**config.mk**
```make
export PLATFORM = sky130hd
export DESIGN_NAME = kwm_min_unit
export DESIGN_NICKNAME = d
export VERILOG_FILES = /design/src/sv/kwm_pkg.sv /design/src/sv/kwm_min_unit.sv
export VERILOG_INCLUDE_DIRS = /design/src /design/src/sv
export SDC_FILE = /design/constraint.sdc
export NUM_CORES = 1
export LEC_CHECK = 0
export BUFFER_PORTS_ARGS = -buffer_cell sky130_fd_sc_hd__buf_2
export CORE_MARGIN = 5
export CORE_UTILIZATION = 35
export DETAILED_ROUTE_END_ITERATION = 7
export GPL_TIMING_DRIVEN = 0
export PLACE_DENSITY = 0.67
export SETUP_SLACK_MARGIN = 0.05
export SLEW_MARGIN = 20
export SYNTH_ARGS = -nofsm -noshare
export SYNTH_HDL_FRONTEND = slang
export SYNTH_SLANG_ARGS = --single-unit
```
**constraint.sdc**
```tcl
create_clock -name clk -period 5 [get_ports clk]
set_clock_uncertainty 0.1 [all_clocks]
set_input_delay 1 -clock clk [delete_from_list [all_inputs] [get_ports clk]]
set_output_delay 1 -clock clk [all_outputs]
set_load 0.01 [all_outputs]
```
**src/sv/assert_macros.svh**
```systemverilog
// Assertion helpers shared by the RTL. Every user has clk and rst_n in scope.
`ifndef ASSERT_MACROS_SVH
`define ASSERT_MACROS_SVH

// Checked at each rising edge once reset is released.
`define ASSERT_CLK(label, prop, msg) \
  label: assert property (@(posedge clk) disable iff (!rst_n) prop) \
    else $error(msg);

// Checked at each rising edge, also while reset is held.
`define ASSERT_ALWAYS(label, prop, msg) \
  label: assert property (@(posedge clk) prop) \
    else $error(msg);

`endif

```
**src/sv/kwm_pkg.sv**
```systemverilog
`timescale 1ns / 1ps

package kwm_pkg;

  localparam int LISTS_DEF      = 8;
  localparam int LIST_DEPTH_DEF = 64;

  localparam int VALUE_W  = 32;
  localparam int INDEX_W  = 3;
  localparam int KIND_W   = 2;
  localparam int STATUS_W = 2;

  // item kinds
  localparam logic [KIND_W-1:0] KIND_LOAD  = 2'd0;
  localparam logic [KIND_W-1:0] KIND_TAKE  = 2'd1;
  localparam logic [KIND_W-1:0] KIND_CLEAR = 2'd2;

  // result status codes
  localparam logic [STATUS_W-1:0] STATUS_OK    = 2'd0;
  localparam logic [STATUS_W-1:0] STATUS_FULL  = 2'd1;
  localparam logic [STATUS_W-1:0] STATUS_EMPTY = 2'd2;

  typedef logic signed [VALUE_W-1:0] value_t;

  typedef struct packed {
    logic [KIND_W-1:0]  kind;
    logic [INDEX_W-1:0] list_index;
    value_t             value;
  } in_item_t;

  typedef struct packed {
    value_t              out_value;
    logic [INDEX_W-1:0]  source_list;
    logic [STATUS_W-1:0] status;
  } out_item_t;

  typedef enum logic [2:0] {
    S_IDLE,
    S_LOAD,
    S_SCAN,
    S_POP,
    S_DONE
  } state_t;

  typedef enum logic [1:0] {
    PTR_NOP,
    PTR_PUSH,
    PTR_POP,
    PTR_CLEAR
  } ptr_op_t;

  typedef struct packed {
    logic full;
    logic empty;
  } ptr_stat_t;

endpackage

```
**src/sv/kwm_min_unit.sv**
```systemverilog
`timescale 1ns / 1ps

`include "assert_macros.svh"

module kwm_min_unit import kwm_pkg::*; #(
  parameter int LISTS = LISTS_DEF,
  localparam int LW   = $clog2(LISTS)
) (
  input  logic          clk,
  input  logic          rst_n,
  input  logic          start,
  input  logic          cmp_en,
  input  value_t        cand_val,
  input  logic [LW-1:0] cand_idx,
  output logic          found,
  output value_t        best_val,
  output logic [LW-1:0] best_idx
);

  logic          found_r;
  value_t        best_val_r;
  logic [LW-1:0] best_idx_r;
  logic          take;

  // strict less-than: on a tie the earlier (lower numbered) list stays
  assign take = cmp_en && (!found_r || (cand_val < best_val_r));

  always_ff @(posedge clk) begin
    if (!rst_n || start) begin
      found_r <= 1'b0;
    end else if (take) begin
      found_r <= 1'b1;
    end
  end

  always_ff @(posedge clk) begin
    if (take) begin
      best_val_r <= cand_val;
      best_idx_r <= cand_idx;
    end
  end

  assign found    = found_r;
  assign best_val = best_val_r;
  assign best_idx = best_idx_r;

  `ASSERT_CLK(a_min_never_rises, found_r && !start |=> best_val_r <= $past(best_val_r), "running min rose")

endmodule

```
=== After elaboration in Yosys (flattened, before gate mapping) ===
Cells that the tools add are included.
W data, S select, Z words.

* Add/subtract/negate cells: 0
* Multiply operators: 0
* Div/mod/pow operators: 0
* Magnitude comparators: 1
* Equality and inequality tests: 0
* Shifts and indexed selects: 0
* Muxes and demuxes: 0
* Bitwise gates (word level): 0
* Reduce and logical (&&, ||, !) cells: 5

{| class="wikitable"
|+ Operator list
! cell !! number
|-
| $lt A32 B32 Y1 || 1
|-
| $logic_not A1 Y1 || 2
|-
| $logic_or A1 B1 Y1 || 2
|-
| $logic_and A1 B1 Y1 || 1
|}

* Bits in registers: 36
* Bits in latches: 0
* Bits in writable memories: 0
* ROM bits: 0
* Input port bits: 39
* Output and inout bits: 36
* Memories kept: 0

=== Depth between registers and ports, before layout ===
Gate-level depths: netlist of the first run.

* Depth after elaboration: 3
* Depth in mapped cells: 7
* Gate-level depth less buffers: 7

=== Worst setup path before layout of the first run ===
OpenSTA, ideal clock, no wires.

* Path kind: input to register
* Start point: in cand_val[30]
* End point: reg best_idx_r[0], in the netlist best_idx[0], enable pin
* Library setup time: 0.459 ns
* Arrival time: 4.238 ns
* Data required time: 4.441 ns
* Path slack: 0.203 ns
* Stages on the path: 6
* Buffers on the path: 0
* Cells stage by stage: ha_1 -> a21oi_1 -> nand2_1 -> a221oi_1 -> a21boi_0 -> a2111oi_2

* Cells in the longest elaborated chain, start to end: 3

{| class="wikitable"
|+ Ends and longest elaborated chain
! element !! line !! source
|-
| start, declared || kwm_min_unit.sv:13 || <nowiki>input value_t cand_val,</nowiki>
|-
| $lt A32 B32 Y1 || kwm_min_unit.sv:26 || <nowiki>assign take = cmp_en && (!found_r || (cand_val < best_val_r));</nowiki>
|-
| $logic_or A1 B1 Y1 || kwm_min_unit.sv:26 ||
|-
| $logic_and A1 B1 Y1 || kwm_min_unit.sv:26 ||
|-
| named net take || kwm_min_unit.sv:23 || <nowiki>logic take;</nowiki>
|-
| end signal, assigned || kwm_min_unit.sv:39 || <nowiki>best_idx_r <= cand_idx;</nowiki>
|-
| end, declared || kwm_min_unit.sv:22 || <nowiki>logic [LW-1:0] best_idx_r;</nowiki>
|}

The timed path passes the listed nets, and every way through them passes these cells.
A chain may end at the register's enable or synchronous reset.

=== Final worst setup path of the first run ===
* Start point: in cand_val[31]
* End point: reg best_idx_r[1], in the netlist best_idx[1], enable pin

Same word-level chain as after synthesis.

==> results of run 1 <==
[cells in the mapped netlist]
master     count
a2111o_1       1
a2111oi_2      1
ha_1          31
nor3b_1        1
a221oi_1       1
a21boi_0       1
edfxtp_1      35
o21ai_0        7
inv_1         33
or4_1          1
o2bb2ai_1      1
nand4_1        4
and4_1         2
a21oi_1       14
a22oi_1        1
nand2b_1       1
and2_1         1
nor3_1         1
dfxtp_1        1
nand2b_4       1
and4b_1        1
nand3_1        1
a31o_1         1
nand2_1        9
nor2_1         4
[routing by layer]
layer  track usage  wire, um  share of wire
met4        0.0307        44          0.011
met1         0.127      1690           0.44
met3        0.0424       291          0.076
met2         0.189      1830           0.47
met5             0         0              0
[cell families after synthesis]
group / count (synthesis) / synth area share
compound gates: 28 / 0.0905
fa+ha+maj: 31 / 0.203
buf+inv: 33 / 0.0649
flops: 36 / 0.561
simple gates: 27 / 0.0800
[worst max-delay path: stages]
cell       delay, ps
buf_2            110
ha_1             330
nand4_1          160
nor3_1            80
a221oi_1         310
a21boi_0         210
a2111oi_4        730
buf_6            240
buf_6            160
[registers in the layout, summed over array words and instances (netlist names)]
name	cells
best_val	32
best_idx	3
found	1
[final cells by class]
cell class / count / area share
tap: 70 / 0.0349
inverter: 33 / 0.0493
sequential: 36 / 0.426
timing repair buffer: 77 / 0.161
clock buffer: 8 / 0.0398
multi-input combinational: 86 / 0.289
[report_power, final]
part / total [mW] / internal (mW) / switching (mW)
sequential: 0.363 / 0.355 / 0.00861
clock: 0.223 / 0.126 / 0.0970
combinational: 0.119 / 0.0540 / 0.0646
[stage by stage]
step / power (mW) / setup TNS [ps] / cells / setup slack, ps
after floorplan: 0.435 / 0 / 155 / 203
after detailed placement: 0.491 / 0 / 302 / 1200
after CTS: 0.716 / 0 / 310 / 1520
after global routing: 0.747 / 0 / 310 / 1330
final: 0.705 / 0 / 310 / 1550
after global placement: 0.485 / -39310 / 299 / -1120
[final timing paths]
path	end	start	cells past startpoint	slack, ps
setup / recovery	best_idx[1]$_DFFE_PP_	cand_val[31]	9	1550
hold / removal	found$_SDFFE_PP0P_	found$_SDFFE_PP0P_	2	440
setup reg to reg	best_idx[1]$_DFFE_PP_	best_val[19]$_DFFE_PP_	9	2000
hold reg to reg	found$_SDFFE_PP0P_	found$_SDFFE_PP0P_	2	440
==> impl_metrics.json, run 1 <==
{
  "cts_max_level": 2,
  "period_share": 0.689,
  "netlist_top_cells_area": "edfxtp_1 55%, ha_1 20%, inv_1 6.5%",
  "max_cap_violations": 0,
  "design_area_um2": 2510,
  "initial_core_util": 0.367,
  "fin_nets": 309,
  "slew_violations": 0,
  "worst-slew-pin-transition_ps": 720,
  "antenna_found_initial": 0,
  "synth_top_area_share": 0.551,
  "worstPathArrival_ps": 3340,
  "final_antenna_net_count": 0,
  "layout_common_cells": "74 x buf_2, 35 x edfxtp_1, 33 x inv_1",
  "clk_latency_ps": 280,
  "first_pass_iters": 2,
  "place_congestion": 0.719,
  "cts_tree": "built",
  "hp-class": "reg -> reg",
  "route.vias.total": 1406,
  "crit_required_ps": 4890,
  "grt_use_total": 0.110,
  "netlist_area_um2": 1910,
  "cts_resized": 0,
  "hpwl_um": 3250,
  "antenna_cells": 0,
  "ys_ff_latch": 36,
  "yosys_warnings": 0,
  "ir_drop_uv": 146,
  "core_um2": 5200,
  "vias_per_cell": 4.54,
  "endpoint_kind": "flip-flop",
  "cts_setup_buffers": 0,
  "avgSynthCellArea_um2": 12.3,
  "die-area_um2": 7030,
  "startpoint_type": "input port",
  "grt_pass1_wl_um": 6150,
  "io_pins": 75,
  "n_fill_cell": 513,
  "cts_hold_buf": 0,
  "utilization": 0.483,
  "synthCells": 155,
  "critPathKind": "in -> reg",
  "layout_commonest_cell": "buf_2",
  "p_per_area_nw_per_um2": 280,
  "ys_seq_area_frac": 0.561,
  "rsz0062_at_grt": "no",
  "die_w_um": 83.8,
  "drive_gt1_frac": 0.358,
  "rows": 26,
  "fp.dieH_um": 83.8,
  "placed_area_um2": 2410,
  "final.min_clock_period_ps": 3450,
  "io_buffers": 74,
  "hold_viol": 0,
  "fmax_ghz": 0.290,
  "cts_buffers": 5,
  "grt_max_degree": 12,
  "syn_to_final_growth_pct": 31.7,
  "root_buffer": "clkbuf_8",
  "synth_top_area_cell": "edfxtp_1",
  "grt_pass1_vias": 1391,
  "whs_ps": 444,
  "status": "finished, final reports clean",
  "cts_buffer_depth": 2,
  "drc": 0,
  "synth_cell_types": 25,
  "p_leak_nw": 1.23,
  "grt_overflow": 0,
  "wl_um": 3850,
  "drt_iter0_drc": 33,
  "syn_nets": 225,
  "seq_area_um2": 1070,
  "setup_viol": 0,
  "cts_sinks": 36,
  "multiInputGateArea_um2": 726,
  "wire_per_inst_um": 12.4,
  "critical_path.max_fanout": 10,
  "slew_headroom": 0.520,
  "cts.clk_slew.worst_paths_ps": 70
}
Note: power is estimated with default switching activity, not from simulation.
==> run 2, diff against run 1 <==
--- a/config.mk
+++ b/config.mk
@@ -11,7 +11,7 @@
 export CORE_UTILIZATION = 35
 export DETAILED_ROUTE_END_ITERATION = 7
 export GPL_TIMING_DRIVEN = 0
-export PLACE_DENSITY = 0.67
+export PLACE_DENSITY = 0.65
 export SETUP_SLACK_MARGIN = 0.05
 export SLEW_MARGIN = 20
 export SYNTH_ARGS = -nofsm -noshare
==> constraint.sdc (replaced) <==
create_clock -name clk -period 3.35 [get_ports clk]
set_clock_uncertainty 0.1 [all_clocks]
set_input_delay 0.67 -clock clk [delete_from_list [all_inputs] [get_ports clk]]
set_output_delay 0.67 -clock clk [all_outputs]
set_load 0.01 [all_outputs]
==> run 2 against run 1 <==
  * Sequential power is 49% higher
  * Critical path type unchanged
  * Non-clock buffer count stayed put
  * Utilization about the same
  * Wire length is 1.1% higher
  * Highest routed layer unchanged
  * Cell count unchanged
  * Clock power rose by 33%
  * Power is 44% higher
  * First-iteration DRC count fell by 3.0%
  * Global-route usage rose by 0.57 points
  * Combinational power up 50%
  * Sequential share of layout area about the same
  * Count of clock-buffer cells in the layout decreased by 3
  * Largest cell class unchanged
==> impl_metrics.json, run 2 (same netlist as run 1, synthesis figures left out) <==
{
  "p_per_area_nw_per_um2": 405,
  "wl_um": 3890,
  "io_pins": 75,
  "startpoint_type": "input port",
  "root_buffer": "clkbuf_8",
  "drive_gt1_frac": 0.367,
  "syn_to_final_growth_pct": 31.5,
  "fmax_ghz": 0.334,
  "netSwitchingPower_uw": 265,
  "die_w_um": 83.8,
  "final_antenna_net_count": 0,
  "place_inst": 302,
  "vias_per_cell": 4.51,
  "hold_viol": 0,
  "worst-slew-pin-transition_ps": 857,
  "p_total_mw": 1.02,
  "worstPathArrival_ps": 2890,
  "crit_required_ps": 3240,
  "antenna_found_initial": 0,
  "place_congestion": 0.686,
  "core_um2": 5200,
  "p_clk_frac": 0.291,
  "p_int_uw": 752,
  "r2r_cells": 7,
  "max_cap_violations": 0,
  "setup_viol": 0,
  "r2r-end": "best_val[31]$_DFFE_PP_",
  "status": "finished, final reports clean",
  "hold_depth": 2,
  "largest_reg_flops": 32,
  "layout_common_cells": "74 x buf_2, 35 x edfxtp_1, 33 x inv_1",
  "cts.clk_slew.worst_paths_ps": 70,
  "r2r_slack_ps": 420,
  "cts_setup_buffers": 0,
  "rsz0062_at_grt": "no",
  "grt_overflow": 0,
  "cts_buffers": 5,
  "wire_per_inst_um": 12.6,
  "cts_hold_buf": 0,
  "slew_violations": 0,
  "r2r_start": "best_val[1]$_DFFE_PP_",
  "endpoint_kind": "flip-flop",
  "cts_buffer_depth": 2,
  "sequentialPowerShare": 0.533,
  "cts_sinks": 36,
  "layout_commonest_cell": "buf_2",
  "antenna_cells": 0,
  "initial_core_util": 0.367,
  "min_from": "start",
  "grt_max_degree": 12,
  "fp.dieH_um": 83.8,
  "p_leak_nw": 1.23,
  "fin_nets": 309,
  "critical_path.max_fanout": 11,
  "cts_resized": 0,
  "hold_end": "found$_SDFFE_PP0P_",
  "grt_pass1_vias": 1457,
  "clk_latency_ps": 290,
  "final_cell_count_no_fill": 310,
  "final.min_clock_period_ps": 3000,
  "hp-class": "in -> reg",
  "slew_headroom": 0.429,
  "route.vias.total": 1398,
  "die-area_um2": 7030,
  "switching_share": 0.261,
  "first_pass_iters": 4,
  "utilization": 0.482,
  "rows": 26,
  "cts_max_level": 2,
  "grt_pass1_wl_um": 6490,
  "ir_drop_uv": 229,
  "drc": 0,
  "io_buffers": 74,
  "hpwl_um": 3260,
  "grt_use_total": 0.116,
  "drt_iter0_drc": 32,
  "design_area_um2": 2510,
  "period_share": 0.895,
  "power_frac_comb": 0.176,
  "cts_tree": "built",
  "critPathKind": "in -> reg",
  "placed_area_um2": 2430
}
## run 2: changes by cell type in the layout (fill, tap and decap cells not counted), sizes merged
cell	previous run	this run
clkinv	0	3
clkbuf	8	5
## run 2: cell type report
type,instances,area (um^2)
Fill cell,513,2700
Tap cell,70,87.6
Clock inverter,3,13.8
Sequential cell,36,1070
Inverter,33,124
Timing Repair Buffer,77,400
Multi-Input combinational cell,86,744
Clock buffer,5,68.8
## run 2: metal layers
metal | vias up | part of all wire | GRT usage
met5 | - | 0 | 0
met4 | 0 | 0.011 | 0.0351
met3 | 7 | 0.086 | 0.0523
met2 | 52 | 0.46 | 0.191
met1 | 615 | 0.44 | 0.134
li1 | 724 | - | -
## run 2: worst max-delay path by stage
| stage | from | end | slack (ps) | cells past startpoint |
|---|---|---|---|---|
| 2_1_floorplan | cand_val[1] | best_idx[0]$_DFFE_PP_ | -50 | 5 |
| 3_3_place_gp | cand_val[27] | best_val[1]$_DFFE_PP_ | -900 | 7 |
| 3_5_place_dp | cand_val[27] | best_idx[2]$_DFFE_PP_ | 40 | 8 |
| 4_1_cts | cand_val[27] | best_val[16]$_DFFE_PP_ | 340 | 8 |
| 5_1_grt | cand_val[31] | best_val[17]$_DFFE_PP_ | 200 | 8 |
| 6_report | cand_val[31] | best_val[31]$_DFFE_PP_ | 350 | 8 |
## run 2: power groups by stage
stage / Combinational [mW] / Clock [mW] / Sequential, mW
finish: 0.179 / 0.296 / 0.542
CTS: 0.184 / 0.311 / 0.542
global route: 0.207 / 0.337 / 0.546
global placement: 0.175 / 0 / 0.552
floorplan: 0.0841 / 0 / 0.568
detailed placement: 0.183 / 0 / 0.552
## run 2: critical path, stage by stage
cell and delay (ps):
buf_2 110, ha_1 330, nand4_1 190, nor3_1 180, a221oi_1 110, and4b_1 220, a2111oi_4 750, buf_4 330
## run 2: through the flow
step | setup TNS [ps] | setup slack (ps) | hold WS [ps]
finish | 0 | 352 | 437
global route | 0 | 201 | 415
CTS | 0 | 340 | 427
detailed placement | 0 | 36.6 | 430
global placement | -31290 | -895 | 421
floorplan | -1920 | -54.7 | 429
==> run 3, diff against run 2 <==
--- a/config.mk
+++ b/config.mk
@@ -8,10 +8,10 @@
 export LEC_CHECK = 0
 export BUFFER_PORTS_ARGS = -buffer_cell sky130_fd_sc_hd__buf_2
 export CORE_MARGIN = 5
-export CORE_UTILIZATION = 35
+export CORE_UTILIZATION = 48
 export DETAILED_ROUTE_END_ITERATION = 7
 export GPL_TIMING_DRIVEN = 0
-export PLACE_DENSITY = 0.65
+export PLACE_DENSITY = 0.83
 export SETUP_SLACK_MARGIN = 0.05
 export SLEW_MARGIN = 20
 export SYNTH_ARGS = -nofsm -noshare
==> run 3 against run 2 <==
  * Sequential power barely moved
  * Maximum frequency shrank 0.29%
  * Wire length decreased by 0.74%
  * Via count is 1.1% higher
  * Power grew 7.5%
  * First-iteration DRC count up 47%
  * Sequential share of layout area down 0.064 points
  * Register-to-register slack got worse by 20 ps
  * Worst hold slack improved by 5.8 ps
  * Largest cell class unchanged
==> impl_metrics.json, run 3 (same netlist as run 1, synthesis figures left out) <==
{
  "slew_violations": 0,
  "io_buffers": 74,
  "die-area_um2": 5340,
  "final_antenna_net_count": 0,
  "fmax_ghz": 0.333,
  "min_from": "found$_SDFFE_PP0P_",
  "vias_per_cell": 4.88,
  "cts_setup_buffers": 0,
  "worstPathCellList": "buf_2 > ha_1 > nand4_1 > nor3_1 > a221oi_1 > and4b_1 > a2111oi_4 > buf_6 > buf_6",
  "multiInputGateArea_um2": 744,
  "fin_nets": 309,
  "endpoint_kind": "flip-flop",
  "cts_hold_buf": 0,
  "worstPathArrival_ps": 2900,
  "final.min_clock_period_ps": 3010,
  "cts_sinks": 36,
  "wl_um": 3860,
  "io_pins": 75,
  "place_ws_ps": 9.28,
  "cp_slowest_cell": "a2111oi_4",
  "place_congestion": 0.736,
  "largest_reg_flops": 32,
  "first_pass_iters": 3,
  "ir_drop_uv": 310,
  "period_share": 0.898,
  "slew_headroom": 0.454,
  "wire_per_inst_um": 13.3,
  "worst-slew-pin-transition_ps": 819,
  "drc": 0,
  "rsz0062_at_grt": "no",
  "layout_commonest_cell": "buf_2",
  "clk_latency_ps": 280,
  "status": "finished, final reports clean",
  "cts_max_level": 2,
  "critPathKind": "in -> reg",
  "slowest_delay_ps": 730,
  "drive_gt1_frac": 0.367,
  "startpoint_type": "input port",
  "grt_pass1_vias": 1478,
  "core_um2": 3910,
  "grt_pass1_wl_um": 6150,
  "drt_iter0_drc": 47,
  "crit_path_frequent_cell": "buf_6",
  "cts_buffers": 5,
  "p_leak_nw": 1.24,
  "cts_tree": "built",
  "r2r_start": "best_val[1]$_DFFE_PP_",
  "grt_overflow": 0,
  "n_fill_cell": 344,
  "hp-class": "reg -> reg",
  "hold_viol": 0,
  "seq_area_um2": 1070,
  "rows": 23,
  "die_w_um": 73.1,
  "antenna_found_initial": 0,
  "antenna_cells": 0,
  "crit_required_ps": 3240,
  "layout_setup_ws_ps": 343,
  "initial_core_util": 0.488,
  "setup_viol": 0,
  "route.vias.total": 1414,
  "tns_ps": 0,
  "root_buffer": "clkbuf_8",
  "p_per_area_nw_per_um2": 435,
  "startpoint": "cand_val[27]",
  "cts.clk_slew.worst_paths_ps": 70,
  "cts_resized": 0,
  "layout_common_cells": "74 x buf_2, 35 x edfxtp_1, 33 x inv_1",
  "max_cap_violations": 0,
  "syn_to_final_growth_pct": 31.7,
  "hpwl_um": 3260,
  "cts_buffer_depth": 2,
  "grt_max_degree": 12,
  "critical_path.max_fanout": 11,
  "grt_use_total": 0.149,
  "fp.dieH_um": 73.1
}
run 3: final timing paths:
check | endpoint | slack [ps] | cells past startpoint
min | found$_SDFFE_PP0P_ | 440 | 2
min reg2reg | found$_SDFFE_PP0P_ | 440 | 2
max reg2reg | best_val[27]$_DFFE_PP_ | 400 | 8
max | best_val[27]$_DFFE_PP_ | 340 | 9
run 3: stage by stage:
stage | instances | utilization | power, mW | hold slack, ps | instance area [um^2]
global route | 290 | 0.642 | 1.15 | 443 | 2510
CTS | 290 | 0.642 | 1.11 | 435 | 2510
detailed placement | 282 | 0.615 | 0.736 | 431 | 2410
floorplan | 155 | - | 0.652 | 429 | 1940
finish | 290 | 0.642 | 1.09 | 442 | 2510
global placement | 279 | 0.606 | 0.725 | 416 | 2370
run 3: report_power, final:
part	switching, mW	internal (mW)
clock	0.149	0.221
combinational	0.0993	0.0821
sequential	0.0129	0.529
run 3: per-layer routing:
metal	wire length [um]	track usage	vias up
met4	20	0.0307	0
li1	-	-	725
met3	265	0.0551	2
met1	1620	0.167	647
met2	1960	0.268	40
met5	0	0	-
run 3: final cells by class:
| type | instances | share of cell area |
|---|---|---|
| multi-input cells | 86 | 0.296 |
| clock buffers | 6 | 0.0289 |
| well taps | 50 | 0.0249 |
| inverters | 33 | 0.0493 |
| repair buffers | 77 | 0.161 |
| clock inverters | 2 | 0.0139 |
| flip-flops and latches | 36 | 0.426 |
run 3: critical path, delay by kind of cell:
| kind | cells | cell delay, ps |
|---|---|---|
| AO/OA/AOI/OAI | 2 | 840 |
| AND/OR/NAND/NOR | 3 | 570 |
| adder cells (fa/ha/maj) | 1 | 310 |
| buffers and inverters | 3 | 510 |
