**src/sv/assert_macros.svh**
```systemverilog
// Assertion helpers shared by the RTL. Every user has clk and rst_n in scope.
`ifndef ASSERT_MACROS_SVH
`define ASSERT_MACROS_SVH

// Checked at each rising edge once reset is released.
`define ASSERT_CLK(label, prop, msg) \
  label: assert property (@(posedge clk) disable iff (!rst_n) prop) \
    else $error(msg);

// Checked at each rising edge, also while reset is held.
`define ASSERT_ALWAYS(label, prop, msg) \
  label: assert property (@(posedge clk) prop) \
    else $error(msg);

`endif

```
**src/sv/kwm_pkg.sv**
```systemverilog
`timescale 1ns / 1ps

package kwm_pkg;

  localparam int LISTS_DEF      = 8;
  localparam int LIST_DEPTH_DEF = 64;

  localparam int VALUE_W  = 32;
  localparam int INDEX_W  = 3;
  localparam int KIND_W   = 2;
  localparam int STATUS_W = 2;

  // item kinds
  localparam logic [KIND_W-1:0] KIND_LOAD  = 2'd0;
  localparam logic [KIND_W-1:0] KIND_TAKE  = 2'd1;
  localparam logic [KIND_W-1:0] KIND_CLEAR = 2'd2;

  // result status codes
  localparam logic [STATUS_W-1:0] STATUS_OK    = 2'd0;
  localparam logic [STATUS_W-1:0] STATUS_FULL  = 2'd1;
  localparam logic [STATUS_W-1:0] STATUS_EMPTY = 2'd2;

  typedef logic signed [VALUE_W-1:0] value_t;

  typedef struct packed {
    logic [KIND_W-1:0]  kind;
    logic [INDEX_W-1:0] list_index;
    value_t             value;
  } in_item_t;

  typedef struct packed {
    value_t              out_value;
    logic [INDEX_W-1:0]  source_list;
    logic [STATUS_W-1:0] status;
  } out_item_t;

  typedef enum logic [2:0] {
    S_IDLE,
    S_LOAD,
    S_SCAN,
    S_POP,
    S_DONE
  } state_t;

  typedef enum logic [1:0] {
    PTR_NOP,
    PTR_PUSH,
    PTR_POP,
    PTR_CLEAR
  } ptr_op_t;

  typedef struct packed {
    logic full;
    logic empty;
  } ptr_stat_t;

endpackage

```
**src/sv/kwm_ptr_file.sv**
```systemverilog
`timescale 1ns / 1ps

`include "assert_macros.svh"

module kwm_ptr_file import kwm_pkg::*; #(
  parameter int LISTS      = LISTS_DEF,
  parameter int LIST_DEPTH = LIST_DEPTH_DEF,
  localparam int LW        = $clog2(LISTS),
  localparam int PTR_W     = $clog2(LIST_DEPTH),
  localparam int CNT_W     = $clog2(LIST_DEPTH + 1)
) (
  input  logic             clk,
  input  logic             rst_n,
  input  ptr_op_t          op,
  input  logic [LW-1:0]    idx,
  output logic [PTR_W-1:0] head,
  output logic [PTR_W-1:0] tail,
  output ptr_stat_t        stat
);

  logic [PTR_W-1:0] head_r [LISTS];
  logic [CNT_W-1:0] fill_r [LISTS];

  logic [CNT_W-1:0] fill_rd;
  logic [CNT_W:0]   sum;
  logic [PTR_W-1:0] head_nxt;

  assign head    = head_r[idx];
  assign fill_rd = fill_r[idx];

  // tail = head + fill, wrapped once around the ring
  assign sum  = (CNT_W+1)'(head) + (CNT_W+1)'(fill_rd);
  assign tail = (sum >= (CNT_W+1)'(LIST_DEPTH)) ? PTR_W'(sum - (CNT_W+1)'(LIST_DEPTH))
                                                 : PTR_W'(sum);

  assign head_nxt = (head == PTR_W'(LIST_DEPTH - 1)) ? '0 : head + 1'b1;

  assign stat.full  = (fill_rd == CNT_W'(LIST_DEPTH));
  assign stat.empty = (fill_rd == '0);

  always_ff @(posedge clk) begin
    if (!rst_n || op == PTR_CLEAR) begin
      for (int i = 0; i < LISTS; i++) begin
        head_r[i] <= '0;
        fill_r[i] <= '0;
      end
    end else begin
      case (op)
        PTR_PUSH: begin
          fill_r[idx] <= fill_rd + 1'b1;
        end
        PTR_POP: begin
          head_r[idx] <= head_nxt;
          fill_r[idx] <= fill_rd - 1'b1;
        end
        default: begin
        end
      endcase
    end
  end

  `ASSERT_CLK(a_push_not_full, (op == PTR_PUSH) |-> !stat.full, "push to a full list")
  `ASSERT_CLK(a_pop_not_empty, (op == PTR_POP) |-> !stat.empty, "pop from an empty list")

endmodule

```
**config.mk**
```make
export PLATFORM = sky130hd
export DESIGN_NAME = kwm_ptr_file
export DESIGN_NICKNAME = d
export VERILOG_FILES = /design/src/sv/kwm_pkg.sv /design/src/sv/kwm_ptr_file.sv
export VERILOG_INCLUDE_DIRS = /design/src /design/src/sv
export SDC_FILE = /design/constraint.sdc
export NUM_CORES = 1
export LEC_CHECK = 0
export BUFFER_PORTS_ARGS = -buffer_cell sky130_fd_sc_hd__buf_4
export CAP_MARGIN = 20
export CORE_ASPECT_RATIO = 0.5
export CORE_MARGIN = 3
export CORE_UTILIZATION = 55
export DETAILED_ROUTE_END_ITERATION = 12
export PLACE_DENSITY = 0.82
export SKIP_LAST_GASP = 1
export SLEW_MARGIN = 20
export SYNTH_ARGS = -nofsm -noshare
export SYNTH_HDL_FRONTEND = slang
export SYNTH_SLANG_ARGS = --single-unit
```
**constraint.sdc**
```tcl
create_clock -name clk -period 4.05 [get_ports clk]
set_input_delay 0.81 -clock clk [delete_from_list [all_inputs] [get_ports clk]]
set_output_delay 0.81 -clock clk [all_outputs]
set_load 0.05 [all_outputs]
```
# After elaboration in Yosys (flattened, before gate mapping)
# Memory sizes are Yosys's and may differ from the RTL's.
# Cells that the tools add are included.
# word_totals
reg_bits	0
latch_bits	0
ramBits	104
romBits	0
output_inout_bits	14
elab_cells	36
memories	2
# memory_table
name	words	word_bits	rd	rd_clocked_by_memory_dff	write_ports	line	text
fill_r	8	7	1	0	8	kwm_ptr_file.sv:22	logic [CNT_W-1:0] fill_r [LISTS];
head_r	8	6	1	0	8	kwm_ptr_file.sv:21	logic [PTR_W-1:0] head_r [LISTS];
# classes
n_addsub	5
multipliers	0
div	0
n_lt_le_gt_ge	1
n_eq_ne	5
shifts	0
muxes	17
bitwise	1
reduce_logical	5
# ops
operator	count
6-bit two-way mux	3
7-bit two-way mux	2
1-bit two-way mux	10
6-bit by 7-bit adder with 8-bit output	1
8-bit by 7-bit >= comparator with 1-bit output, second input constant	1
7-bit by 1-bit adder with 7-bit output, second input constant	1
7-bit equality test, second input constant	1
7-bit logical NOT	1
7-bit OR reduction	1
7-bit by 1-bit subtractor with 7-bit output, second input constant	1
6-bit by 1-bit adder with 6-bit output, second input constant	1
6-bit equality test, second input constant	1
3-bit two-way mux	2
6-bit OR reduction	1
6-bit by 1-bit subtractor with 6-bit output, second input constant	1
2-bit equality test, second input constant	2
2-bit by 1-bit equality test with 1-bit output, second input constant	1
1-bit logical NOT	1
1-bit logical OR	1
1-bit OR	1

# Logic depth before layout (Yosys ltp)
# Gate-level depths: netlist of run 1.
# depth
ltp_word	7
mapped_depth	13

# Least setup slack after synthesis of run 1
# OpenSTA, ideal clock, no wires.
# synth_path
kind	input -> output
start	input idx[1]
end	output tail[5]
arrival_time_ns	3.710
setup_slack_ns	-0.470
stages	11
path_buffers	3
cell_sequence	buf_6 > buf_6 > buf_2 > mux4_2 > mux2i_1 > inv_1 > ha_1 > a21oi_1 > o21bai_1 > a21oi_1 > xnor2_1
# synth_via
elab_chain_cells	4
word_cells_on_any_way	6
classes_between	add/sub (2); order compare (1); mux (1); memory (2)
# synth_lines
element	line	text
start, declared	kwm_ptr_file.sv:15	input logic [LW-1:0] idx,
memory 8 x 6 bit *	n/a	
named net head[2]	kwm_ptr_file.sv:16	output logic [PTR_W-1:0] head,
6-bit by 7-bit adder with 8-bit output *	kwm_ptr_file.sv:32	assign sum = (CNT_W+1)'(head) + (CNT_W+1)'(fill_rd);
8-bit by 7-bit >= comparator with 1-bit output / 6-bit by 1-bit subtractor with 6-bit output (equally long branches)	kwm_ptr_file.sv:33	assign tail = (sum >= (CNT_W+1)'(LIST_DEPTH)) ? PTR_W'(sum - (CNT_W+1)'(LIST_DEPTH))
6-bit two-way mux *	kwm_ptr_file.sv:33	
end, declared	kwm_ptr_file.sv:17	output logic [PTR_W-1:0] tail,
# Mark *: on every way through the listed nets, which the timed path passes. The rest lies on a longest branch.

# Worst setup path after layout of run 1
# layout_path
start	input idx[0]
end	output tail[5]
# layout_via
elab_chain_cells	4
word_cells_on_any_way	6
classes_between	add/sub (2); order compare (1); mux (1); memory (2)
# layout_lines
element	line
memory 8 x 6 bit / memory 8 x 7 bit (equally long branches)	n/a
6-bit by 7-bit adder with 8-bit output *	kwm_ptr_file.sv:32
8-bit by 7-bit >= comparator with 1-bit output / 6-bit by 1-bit subtractor with 6-bit output (equally long branches)	kwm_ptr_file.sv:33
6-bit two-way mux *	kwm_ptr_file.sv:33
# Every way passes the cells marked *; elsewhere a longest branch is shown, timed or not.

==> results of run 1 <==
power by group through the flow:
| stage | sequential, uW | clock, uW | combinational (uW) |
|---|---|---|---|
| 3_5_place_dp | 1290 | 0 | 611 |
| 4_1_cts | 1270 | 992 | 615 |
| 2_1_floorplan | 1280 | 0 | 440 |
| 6_report | 1270 | 987 | 630 |
| 3_3_place_gp | 1290 | 0 | 603 |
| 5_1_grt | 1270 | 1050 | 672 |
routing by layer:
metal	routed length, um	global-route usage [%]	vias to the layer above
li1	-	-	1739
met1	5115	32.25	1885
met2	6172	37.85	222
met3	1158	6.655	29
met4	313	7.692	0
met5	0	0	-
cell usage in the layout (no fill, tap or decap), drive strengths merged, types with 2 or more instances in the layout:
cell type	instances
edfxtp	104
nor2	100
buf	59
nand2	38
a21oi	28
inv	15
mux4	12
mux2i	12
mux2	11
ha	10
clkbuf	10
xnor2	10
nand3b	9
nand2b	7
nand3	7
nor2b	5
nor3	4
a22o	4
a221o	4
a22oi	4
o21ai	4
xor2	4
a21o	3
a211oi	3
bufinv	3
and2	3
a2111o	2
o21bai	2
or4	2
nand4	2
a311oi	2
cell families (layout without fill, tap and decap cells):
group           after synthesis  in the layout  share of synthesized area, %
mux                          35             35                         9.611
compound gates               66             66                         8.988
fa+ha+maj                    11             11                         2.673
simple gates                182            182                         15.03
xor+xnor                     14             14                         2.535
flops                       104            104                         57.52
buf+inv                      31             88                         3.641
area by class of cell:
class | count | area share (%)
Multi-Input combinational cell | 308 | 34.72
Tap cell | 130 | 2.547
Clock buffer | 10 | 3.585
Timing Repair Buffer | 59 | 7.680
Clock inverter | 6 | 1.803
Sequential cell | 104 | 48.90
Inverter | 13 | 0.7641
flip-flops by register name (all words and copies together), names as in the netlist:
name,count
head_r,48
fill_r,56
per-stage QoR:
| stage | TNS (ps) | instance area [um2] | util (%) |
|---|---|---|---|
| 6_report | 0 | 6386 | 69.96 |
| 5_1_grt | 0 | 6386 | 69.96 |
| 4_1_cts | 0 | 6346 | 69.52 |
| 3_5_place_dp | 0 | 6002 | 65.75 |
| 3_3_place_gp | 0 | 6002 | 65.75 |
| 2_1_floorplan | -1.205 | 5535 | - |
critical path, cell delays in order:
cell	delay [ps]
buf_4	150
buf_4	190
and2_1	180
nor2b_1	150
a2111o_2	380
ha_1	300
a21o_1	180
a21oi_2	180
o21bai_1	90
a21oi_2	230
xnor2_4	140
buf_6	170
worst paths after layout:
kind	endpoint	slack, ps	cells after the start
worst min register to register	head_r[1][5]	1170	5
worst max register to register	fill_r[4][4]	850	9
worst min-delay path	head_r[5][1]	1090	3
worst max-delay path	tail[5]	90	12
repair_timing:
action / 4_1_cts / 5_1_grt
endpoints found under the setup margin: 0 / 3
setup buffers: 0 / 2
resized for setup: 0 / 7
==> impl_metrics.toml, run 1 <==
[logic_synthesis]
synth_cell_type_count = 57
yosysTopAreaCellShare_pct = 57.52
netlist_area_um2 = 5429
synth_top_cell_by_area = "edfxtp_1"
yosysWarnings = 0
synth.avg_cell_area_um2 = 12.25
synth_area_leaders = "edfxtp_1 58%, nor2_1 6.9%, mux4_2 4.6%"
postSynthCellCount = 443
synth.ff_latch_count = 104
synth_common_cells = "104 x edfxtp_1, 100 x nor2_1, 38 x nand2_1, 27 x a21oi_1, 12 x inv_1"
synth-seq-area-share_pct = 57.52
async_flop_share_pct = 0
synth-edff-count = 104
synth_most_common_cell = "edfxtp_1"
syn-num-nets = 461
synth-main-ff-cell = "edfxtp_1"

[floorplanning]
fp.coreArea_um2 = 9129
die-area_um2 = 11170
die-width_um = 146.5
start_util_pct = 59.47
die_y_um = 76.26
ios = 21
rows = 24

[drt]
vias_per_cell = 6.151
num_vias = 3875
drc = 0
dr.pass1.iters = 6
drtAntennaViolNets = 0
routed_wl_mm = 12.76
routedWlPerCell_um = 20.25
drtIter0Drc = 574

[worst_setup_path]
crit_type = "input pin to output port"
startpoint = "idx[0]"
crit_arrival_ps = 3150
cp_data_required_time_ps = 3240
worstReg2RegStart = "fill_r[0][0]"
critPathCaptureType = "output port"
path_max_fanout = 9
cp-start-kind = "input pin"

[run_status]
status = "complete, no violations"

[global_routing]
grt_pass1_vias = 3737
gr-total-overflow = 0
antenna_found_initial = 0
grt_pass1_wl_mm = 20.33
grt_max_degree = 18
grt_use_total_pct = 23.87

[cells_and_area]
multiInputGateArea_um2 = 2217
antenna_cells = 0
area_growth_pct = 17.63
fin_cells = 630
regArea_um2 = 3123
drive_above_1_share_pct = 24.80
final_net_count = 513
fillerInstances = 609

[pwr]
power_density_nw_per_um2 = 451.7
p_int_uw = 2093
finalPower_uw = 2885
combinationalPowerShare_pct = 21.8
sw_frac_of_total_pct = 27.46
power.share.sequential_pct = 44.0
p_leak_uw = 0.002506
clkPwrFrac_pct = 34.2
irDropWorstVdd_uv = 270.9
p_sw_uw = 792.2

[clock_network]
cts_root_buf = "clkbuf_16"
insertion_delay_ps = 350
htreeDepth = 3
clk_pin_slew_ps = 70
ctsHoldBuffers = 0
cts_buffer_depth = 2
clock-sinks = 104
cts_buffers = 9
cts_tree = "done"

[sta]
rsz0062_at_grt = "no"
fin_ws_ps = 88.17
fin_skew_ps = 8.119
final_max_slew_viol_count = 0
hold-worst-slack_ps = 1093
tightestPinTransition_ps = 940.9
slew_headroom_pct = 36.82
period_needed_ps = 3962
setup_violations = 0
fmax_ghz = 0.2524
hold_viol = 0
fin_crit_sh_pct = 97.82

[placed_design]
post-place-ws_ps = 45.03
io_buffers = 20
dp_hpwl_mm = 9.148
place.gp.congestion = 0.8806
dp_cells = 612

[job]
max_cap_viol_count = 0

[min_path]
min_from = "idx[2]"
hold_class = "input pin to flop"
No activity file was read; power rests on OpenSTA's default activity.
==> run 2, diff against run 1 <==
--- a/config.mk
+++ b/config.mk
@@ -12,6 +12,7 @@
 export CORE_MARGIN = 3
 export CORE_UTILIZATION = 55
 export DETAILED_ROUTE_END_ITERATION = 12
+export GPL_TIMING_DRIVEN = 0
 export PLACE_DENSITY = 0.82
 export SKIP_LAST_GASP = 1
 export SLEW_MARGIN = 20
==> impl_metrics.toml, run 2 (synthesized netlist as in run 1, its figures left out) <==
[pwr]
p_sw_uw = 812.1
clkPwrFrac_pct = 32.9
p_leak_uw = 0.002479
power.share.sequential_pct = 44.6
irDropWorstVdd_uv = 244.2
p_int_uw = 2025
sw_frac_of_total_pct = 28.63
combinationalPowerShare_pct = 22.6
power_density_nw_per_um2 = 440.3
finalPower_uw = 2837

[worst_setup_path]
r2r_slack_ps = 720
cp_data_required_time_ps = 3240
crit_end = "tail[4]"
path_max_fanout = 11
startpoint = "idx[1]"
rr_endpoint = "fill_r[1][6]"
cp-start-kind = "input pin"
worstReg2RegStart = "fill_r[1][2]"
ff2ff_path_depth = 11
critPathCaptureType = "output port"
crit_type = "input pin to output port"
crit_arrival_ps = 3180

[cells_and_area]
finish.instance_area_um2 = 6442
antenna_cells = 0
area_growth_pct = 18.67
final_net_count = 507
max_flop_register = "fill_r"
drive_above_1_share_pct = 25.10
top_regs = "fill_r x56, head_r x48"
largest_reg_flops = 56
final_common_cell = "edfxtp_1"
layout_common_cells = "104 x edfxtp_1, 97 x nor2_1, 38 x nand2_1"
post-route-util_pct = 70.57

[placed_design]
place.gp.congestion = 0.8904
post-place-ws_ps = -425.6
io_buffers = 19
placed_cell_area_um2 = 5841
dp_hpwl_mm = 9.185

[global_routing]
antenna_found_initial = 0
grt_max_degree = 18
grt_use_total_pct = 24.40
grt_pass1_vias = 3839
grt_pass1_wl_mm = 20.71
gr-total-overflow = 0

[clock_network]
cts_buffers = 9
cts_buffer_depth = 2
cts_tree = "done"
cts_root_buf = "clkbuf_16"
insertion_delay_ps = 350
htreeDepth = 3
ctsHoldBuffers = 0
clock-sinks = 104
clk_pin_slew_ps = 70

[drt]
drc = 0
routedWlPerCell_um = 21.29
routed_wl_mm = 13.28
vias_per_cell = 6.234
num_vias = 3890
drtIter0Drc = 498
dr.pass1.iters = 5
drtAntennaViolNets = 0

[run_status]
status = "complete, no violations"

[floorplanning]
ios = 21
fp.coreArea_um2 = 9129
rows = 24
die_y_um = 76.26
start_util_pct = 59.47
die-width_um = 146.5
die-area_um2 = 11170

[sta]
final_max_slew_viol_count = 0
setup-tns-final_ps = 0
period_needed_ps = 3991
fin_skew_ps = 7.771
hold_viol = 0
tightestPinTransition_ps = 864.1
fmax_ghz = 0.2505
slew_headroom_pct = 41.98
setup_violations = 0
fin_crit_sh_pct = 98.55
fin_ws_ps = 58.63

[min_path]
whs_path_depth = 4
hold_class = "flop to flop"

[job]
max_cap_viol_count = 0
## run 2: changes by cell type in the layout (fill, tap and decap cells not counted), sizes merged
cell / before / now
clkbuf: 10 / 11
clkinvlp: 1 / 2
buf: 59 / 51
inv: 15 / 13
bufinv: 3 / 2
clkinv: 0 / 3
## run 2: metal layers
metal / track usage (%) / wire length [um] / up-vias / part of all wire, %
met5: 0 / 0 / - / 0
met4: 8.630 / 261 / 0 / 2.0
met3: 5.704 / 1332 / 23 / 10
met2: 39.23 / 6431 / 239 / 48
met1: 32.92 / 5257 / 1899 / 40
li1: - / - / 1729 / -
## run 2: cell type report
type | count | area (um2)
repair buffers | 38 | 320.3
inverters | 13 | 52.55
multi-input cells | 308 | 2285
flip-flops and latches | 104 | 3123
fillers | 616 | 2686
clock buffers | 9 | 225.2
plain buffers | 15 | 178.9
clock inverters | 7 | 95.09
well taps | 130 | 162.7
## run 2: stage by stage
stage | hold slack, ps | instances
finish | 1110 | 624
global route | 1143 | 624
CTS | 1112 | 621
detailed placement | 1100 | 592
global placement | 1072 | 592
floorplan | 1012 | 443
## run 2: power by group through the flow
stage / clock [uW] / sequential [uW] / combinational, uW
after floorplan: 0 / 1280 / 440
after global placement: 0 / 1280 / 569
after detailed placement: 0 / 1290 / 578
after CTS: 924 / 1260 / 615
after global routing: 977 / 1270 / 679
final: 932 / 1260 / 641
## run 2: what timing repair did
item | in CTS | in global routing
setup buffers | 15 | 4
gates resized for setup | 24 | 17
setup endpoints to repair | 10 | 2
pin swaps | 12 | 17
## run 2: worst min path at each step
stage                             from            to
after floorplan           fill_r[5][0]  fill_r[0][0]
after global placement    head_r[7][3]  head_r[6][5]
after detailed placement  head_r[7][3]  head_r[4][5]
after CTS                 fill_r[0][0]  fill_r[5][0]
after global routing      fill_r[2][0]  fill_r[5][0]
final                     fill_r[0][0]  fill_r[2][0]
## run 2: critical path, cell delays in order
cell	delay (ps)
buf_8	140
mux4_2	530
mux2_4	300
buf_6	160
ha_4	170
fa_2	350
a21o_1	190
a21oi_4	190
xnor2_4	140
buf_6	180
==> run 3, diff against run 2 <==
--- a/config.mk
+++ b/config.mk
@@ -10,10 +10,11 @@
 export CAP_MARGIN = 20
 export CORE_ASPECT_RATIO = 0.5
 export CORE_MARGIN = 3
-export CORE_UTILIZATION = 55
+export CORE_UTILIZATION = 30
+export CTS_BUF_LIST = sky130_fd_sc_hd__clkbuf_4 sky130_fd_sc_hd__clkbuf_8
 export DETAILED_ROUTE_END_ITERATION = 12
 export GPL_TIMING_DRIVEN = 0
-export PLACE_DENSITY = 0.82
+export PLACE_DENSITY = 0.56
 export SKIP_LAST_GASP = 1
 export SLEW_MARGIN = 20
 export SYNTH_ARGS = -nofsm -noshare
==> impl_metrics.toml, run 3 (synthesized netlist as in run 1, its figures left out) <==
[worst_setup_path]
r2r_slack_ps = 840
worstReg2RegStart = "fill_r[1][2]"
crit_type = "input pin to output port"
path_max_fanout = 10
cp-start-kind = "input pin"
crit_arrival_ps = 3170
rr_endpoint = "fill_r[3][6]"
critPathCaptureType = "output port"
cp_data_required_time_ps = 3240
ff2ff_path_depth = 11

[min_path]
whs_path_depth = 4
worstHoldEndpoint = "fill_r[2][0]"
min_from = "fill_r[0][0]"
hold_class = "flop to flop"

[cells_and_area]
max_flop_register = "fill_r"
final_common_cell = "edfxtp_1"
fin_cells = 742
post-route-util_pct = 37.33
largest_reg_flops = 56
area_growth_pct = 20.81
final_net_count = 521
top_regs = "fill_r x56, head_r x48"
layout_common_cells = "104 x edfxtp_1, 97 x nor2_1, 47 x buf_4"
drive_above_1_share_pct = 27.17
antenna_cells = 0
finish.instance_area_um2 = 6559
fillerInstances = 1711

[drt]
routed_wl_mm = 13.96
drtIter0Drc = 293
routedWlPerCell_um = 18.81
dr.pass1.iters = 5
vias_per_cell = 5.111
num_vias = 3792
drc = 0
drtAntennaViolNets = 0

[run_status]
status = "complete, no violations"

[clock_network]
clock-sinks = 104
cts_buffers = 9
cts_root_buf = "clkbuf_8"
insertion_delay_ps = 370
cts_buffer_depth = 2
cts_tree = "done"
clk_pin_slew_ps = 90
ctsHoldBuffers = 0
htreeDepth = 3

[floorplanning]
rows = 34
ios = 21
start_util_pct = 30.90
die-area_um2 = 19840
fp.coreArea_um2 = 17570
die_y_um = 101.1
die-width_um = 196.2

[placed_design]
placed_cell_area_um2 = 5971
dp_cells = 696
place.gp.congestion = 0.8285
io_buffers = 19
dp_hpwl_mm = 9.787

[global_routing]
gr-total-overflow = 0
antenna_found_initial = 0
grt_use_total_pct = 14.23
grt_max_degree = 17
grt_pass1_vias = 3720
grt_pass1_wl_mm = 21.05

[sta]
slew_headroom_pct = 49.13
tightestPinTransition_ps = 760.5
setup_violations = 0
final_max_slew_viol_count = 0
fin_crit_sh_pct = 98.33
fmax_ghz = 0.2511
hold_viol = 0
period_needed_ps = 3982
rsz0062_at_grt = "yes"
fin_skew_ps = 13.42

[pwr]
irDropWorstVdd_uv = 157.2
power_density_nw_per_um2 = 382.1
finalPower_uw = 2506
p_leak_uw = 0.002490

[job]
max_cap_viol_count = 0
==> run 3: cell count changes in the layout (fill, tap and decap cells not counted), sizes merged <==
cell      change
buf          +14
clkinvlp      -1
clkinv        +3
clkbuf        +1
inv           -1
bufinv        -2
==> run 3: report_power, final <==
part           internal (uW)  switching, uW
combinational            251            410
sequential              1250           16.0
clock                    228            355
total                   1730            781
==> run 3: area by class of cell <==
cell class | count | area (um2) | area share, %
inverters | 13 | 52.55 | 0.8012
flip-flops and latches | 104 | 3123 | 47.62
well taps | 234 | 292.8 | 4.464
clock buffers | 10 | 131.4 | 2.003
multi-input cells | 308 | 2305 | 35.14
plain buffers | 15 | 192.7 | 2.938
clock inverters | 6 | 36.28 | 0.5532
repair buffers | 52 | 425.4 | 6.486
==> run 3: worst max path at each step <==
stage,to,depth (start not counted),startpoint,slack [ps]
3_3_place_gp,tail[5],13,idx[2],-460
5_1_grt,tail[5],12,idx[1],-40
2_1_floorplan,tail[5],12,idx[1],-1
4_1_cts,tail[4],11,idx[0],-30
3_5_place_dp,tail[5],13,idx[2],-470
6_report,tail[4],10,idx[1],70
==> run 3: through the flow <==
step	hold WS (ps)	setup WS [ps]	setup TNS, ps
4_1_cts	1108	-32.39	-58.23
6_report	1099	67.52	0
3_3_place_gp	1114	-464.7	-5829
5_1_grt	1126	-40.06	-40.06
2_1_floorplan	1012	-1.205	-1.205
3_5_place_dp	1122	-473.1	-6416
==> run 3: what timing repair did <==
| item | in CTS | in global routing |
|---|---|---|
| setup buffers | 26 | 7 |
| resized for setup | 34 | 15 |
| endpoints found under the setup margin | 5 | 3 |
| pin swaps | 16 | 15 |
==> run 3: layer usage <==
layer	vias to the layer above	track usage, %	part of all wire, %
met1	1915	17.94	43
met2	105	25.34	50
met4	0	4.215	1.8
met5	-	0	0
li1	1748	-	-
met3	24	2.671	4.9
==> run 3: worst max-delay path, cell delays in order <==
cell and delay (ps):
buf_8 140, and2_4 180, a221o_1 360, a221o_4 470, ha_4 170, fa_2 350, a21o_1 190, a21oi_4 180
xnor2_4 130, buf_6 170
